<file path="config.mk">
export PLATFORM = sky130hd
export DESIGN_NAME = sut_cell
export DESIGN_NICKNAME = d
export VERILOG_FILES = /design/src/design/sut_pkg.sv /design/src/design/sut_cell.sv
export SDC_FILE = /design/constraint.sdc
export NUM_CORES = 1
export LEC_CHECK = 0
export BUFFER_PORTS_ARGS = -buffer_cell sky130_fd_sc_hd__buf_4
export CORE_ASPECT_RATIO = 0.5
export CORE_MARGIN = 4
export CORE_UTILIZATION = 50
export CTS_BUF_LIST = sky130_fd_sc_hd__clkbuf_4
export CTS_CLUSTER_SIZE = 24
export DETAILED_ROUTE_END_ITERATION = 10
export PLACE_DENSITY_LB_ADDON = 0.12
export SYNTH_ARGS = -nofsm -noshare
export SYNTH_HDL_FRONTEND = slang
export SYNTH_SLANG_ARGS = --single-unit
</file>
<file path="constraint.sdc">
create_clock -name clk -period 5.5 [get_ports clk]
set_clock_uncertainty 0.1 [all_clocks]
set_input_delay 0.825 -clock clk [delete_from_list [all_inputs] [get_ports clk]]
set_output_delay 0.825 -clock clk [all_outputs]
set_load 0.005 [all_outputs]
</file>
<file path="src/design/sut_pkg.sv">
`timescale 1ns / 1ps
// ----------------------------------------------------------------------------
// sut_pkg
// Shared constants, codes and types for the sorted unique table.
// ----------------------------------------------------------------------------
package sut_pkg;

  localparam int CAPACITY = 64;
  localparam int KEY_W    = 32;
  localparam int CNT_W    = $clog2(CAPACITY + 1);

  typedef enum logic [1:0] {
    CMD_INSERT = 2'd0,
    CMD_REMOVE = 2'd1,
    CMD_SEARCH = 2'd2
  } cmd_t;

  typedef enum logic [1:0] {
    ST_DONE   = 2'd0,
    ST_DUP    = 2'd1,
    ST_ABSENT = 2'd2,
    ST_FULL   = 2'd3
  } status_t;

  typedef enum logic [1:0] {
    S_IDLE,
    S_COMPARE,
    S_UPDATE
  } state_t;

  // Broadcast control from the sequencer to every cell
  typedef struct packed {
    logic compare;
    logic insert;
    logic remove;
  } cell_ctrl_t;

endpackage

</file>
<file path="src/design/sut_cell.sv">
`timescale 1ns / 1ps
// ----------------------------------------------------------------------------
// sut_cell
// One slot of the table: holds a key, compares it against the broadcast key
// and shifts with its neighbors on insert or remove.
// ----------------------------------------------------------------------------
module sut_cell
  import sut_pkg::*;
(
  input  logic                    clk,
  input  cell_ctrl_t              ctrl,
  input  logic                    occupied,
  input  logic signed [KEY_W-1:0] key,
  input  logic                    left_less,
  input  logic signed [KEY_W-1:0] left_entry,
  input  logic signed [KEY_W-1:0] right_entry,
  output logic signed [KEY_W-1:0] entry,
  output logic                    less,
  output logic                    equal
);

  always_ff @(posedge clk) begin
    if (ctrl.compare) begin
      less  <= occupied && (entry < key);
      equal <= occupied && (entry == key);
    end
    // less is a thermometer over the row; left_less on a non-less cell
    // marks the insertion point
    if (ctrl.insert && !less) begin
      entry <= left_less ? key : left_entry;
    end else if (ctrl.remove && !less) begin
      entry <= right_entry;
    end
  end

endmodule

</file>
==> flow_metrics.tcl <==
set metrics [dict create \
    status "completed" \
    antenna_found_initial 0 \
    layout-drive-gt1-share 0.379 \
    area_delta_synth_final_pct 44.0 \
    num_vias 2301 \
    rsz0062_at_grt "no" \
    synth_most_common_cell "nand2_1" \
    pwr-share-clk 0.198 \
    gp_congestion 0.778 \
    io_buffers 135 \
    start_util 0.546 \
    power_frac_seq 0.464 \
    synth_commonest_cells "40 x nand2_1, 34 x edfxtp_1, 34 x inv_1, 33 x mux2i_1, 32 x ha_1" \
    required_ns 5.59 \
    syn-mean-instance-area_um2 9.66 \
    crit_chain "buf_4 > inv_1 > ha_1 > nand4_1 > nor4_1 > nor2_1 > a21oi_2 > mux2i_1" \
    drt_drc_violations_left 0 \
    routed_wl_um 6430 \
    cap_viol_max_count 0 \
    worst_slack_ns 3.25 \
    rows 17 \
    cts_sinks 34 \
    io_pins 136 \
    crit_path_start_kind "primary input" \
    power_density_nw_per_um2 202 \
    leakagePower_uw 0.00187 \
    dr.pass1.iters 4 \
    tns_ns 0 \
    synth_seq_area_share 0.404 \
    cpPeakStageDelay_ns 0.52 \
    clk_pin_slew_ns 0.10 \
    dieArea_um2 6330 \
    relSlewSlack 0.297 \
    worstHoldEndpoint "equal$_DFFE_PP_" \
    drt_first_iter_violations 112 \
    regToRegEndpoint "less$_DFFE_PP_" \
    first_global_vias 2431 \
    synth_seq_cells 34 \
    hold_start "ctrl[2]" \
    hold_class "in -> reg" \
    hold_ws_ns 0.596 \
    cts.repair.resized 0 \
    p_comb_frac 0.338 \
    syn_nets 396 \
    synth.top_cell.area_share 0.404 \
    power.switching_uw 217 \
    overflow 0 \
    grt_max_degree 65 \
    rrSetupSlack_ns 3.44 \
    cts_root_buf "clkbuf_4" \
    num-nets-final 527 \
    ys_types 24 \
    clock.fmax_mhz 444 \
    crit_fanout 3 \
    synth_edf_count 34 \
    cts_buffers 5 \
    grt_first_pass_wirelength_um 10400 \
    dpl.cell_count 452 \
    n_antenna_cell 0 \
    r2r_cells 6 \
    crit_type "in -> reg" \
    stdcell_count 459 \
    grtUsageTotal 0.204 \
    async_flop_share 0 \
    ant_nets 0 \
    cts_tree "built" \
    fp.dieH_um 58.3 \
    end_kind "register" \
    clock_latency_ns 0.34 \
    post-route-util 0.786 \
    hold_viol 0 \
    cts.path.max_buffers 2 \
    slew_violations 0 \
    cts_hold_buf 0 \
    cp_slowest_cell "nor4_1" \
    final.period_utilization 0.410 \
    worstMarginPinSlew_ns 1.05 \
    p_sw_frac 0.295 \
    ys_warn_count 0 \
    synth_top_area_cell "edfxtp_1" \
    placeableCoreArea_um2 4640 \
    nFillCells 330 \
    synth_ff_type "edfxtp_1" \
    power.internal_uw 517 \
    h-tree-depth 2 \
    viasPerCell 5.01 \
    r2r_start "entry[23]$_DFFE_PP_" \
    die_w_um 109 \
    worstPathArrival_ns 2.34 \
    max-vdd-ir-drop_uv 117 \
    postCtsSetupRepairBufs 0 \
    dp_slack_ns 2.93 \
    wl_per_cell_um 14.0 \
    fin_crit_ns 2.25 \
    yosys-top-cells-area "edfxtp_1 40%, ha_1 16%, mux2i_1 13%" \
    setup_viol 0 \
    netlist_area_um2 2530 \
    min_path_cells 1 \
    hpwl_um 5120 \
    syn_inst 262 \
]
## cell families (layout without fill, tap and decap cells)
| group | after synthesis | after routing | share of synthesized area |
|---|---|---|---|
| AO/OA/AOI/OAI | 59 | 59 | 0.134 |
| adder cells (fa/ha/maj) | 32 | 32 | 0.158 |
| buffers and inverters | 45 | 176 | 0.0682 |
| flip-flops | 34 | 34 | 0.404 |
| multiplexers | 33 | 33 | 0.131 |
| AND/OR/NAND/NOR | 59 | 59 | 0.106 |
## registers in the layout, summed over array words and instances, names as in the netlist
name / count
less: 1
equal: 1
entry: 32
## layout make-up
type / count / area (um^2) / share of cell area
Timing Repair Buffer: 135 / 1010 / 0.278
Tap cell: 66 / 82.6 / 0.0227
Inverter: 34 / 128 / 0.0350
Clock buffer: 7 / 52.6 / 0.0144
Sequential cell: 34 / 1020 / 0.280
Multi-Input combinational cell: 183 / 1350 / 0.370
## placed cells by master (no fill, tap or decap)
cell type and instances:
nand4_2 1, nand3_1 3, o21ai_1 7, a21o_1 2, nor2_1 3, o21ai_0 30, clkbuf_4 7, a21oi_1 14
mux2i_1 33, ha_1 32, a2111oi_4 1, nand4_1 5, a22oi_1 1, nor4_2 1, edfxtp_1 34, nor3_1 1
nor4_1 1, inv_1 34, nand2b_1 1, a21oi_2 2, nand3b_1 1, nand2b_2 1, o21a_1 2, nor2_4 1
buf_4 135, nand2_1 40
## critical path: cells and delay by family
kind / cells / cell delay, ns
compound gates: 1 / 0.14
buf+inv: 2 / 0.13
mux: 1 / 0.19
simple gates: 3 / 0.77
fa+ha+maj: 1 / 0.31
## worst max path at each step
stage | from | endpoint | slack [ns] | cells past startpoint
floorplan | ctrl[1] | entry[0]$_DFFE_PP_ | 2.76 | 2
global placement | key[15] | less$_DFFE_PP_ | 2.96 | 8
detailed placement | key[14] | less$_DFFE_PP_ | 2.93 | 8
CTS | key[14] | less$_DFFE_PP_ | 3.27 | 8
global route | key[14] | less$_DFFE_PP_ | 3.15 | 8
finish | key[27] | less$_DFFE_PP_ | 3.25 | 8
## metal layers
metal,track usage,part of all wire,vias up
li1,-,-,1188
met1,0.236,0.41,1032
met2,0.378,0.49,75
met3,0.0581,0.089,6
met4,0.0486,0.0068,0
met5,0,0,-
## per-stage QoR
step           power [uW]  instance area [um^2]
3_5_place_dp          596                  3590
6_report              734                  3640
5_1_grt               785                  3640
4_1_cts               741                  3640
2_1_floorplan         466                  2530
3_3_place_gp          586                  3590
## power by group through the flow
stage               combinational (uW)  clock (uW)  sequential, uW
floorplan                          119           0             347
global placement                   242           0             345
detailed placement                 249           0             347
CTS                                251         149             341
global route                       280         160             344
finish                             248         146             341
Note: power is estimated with default switching activity, not from simulation.
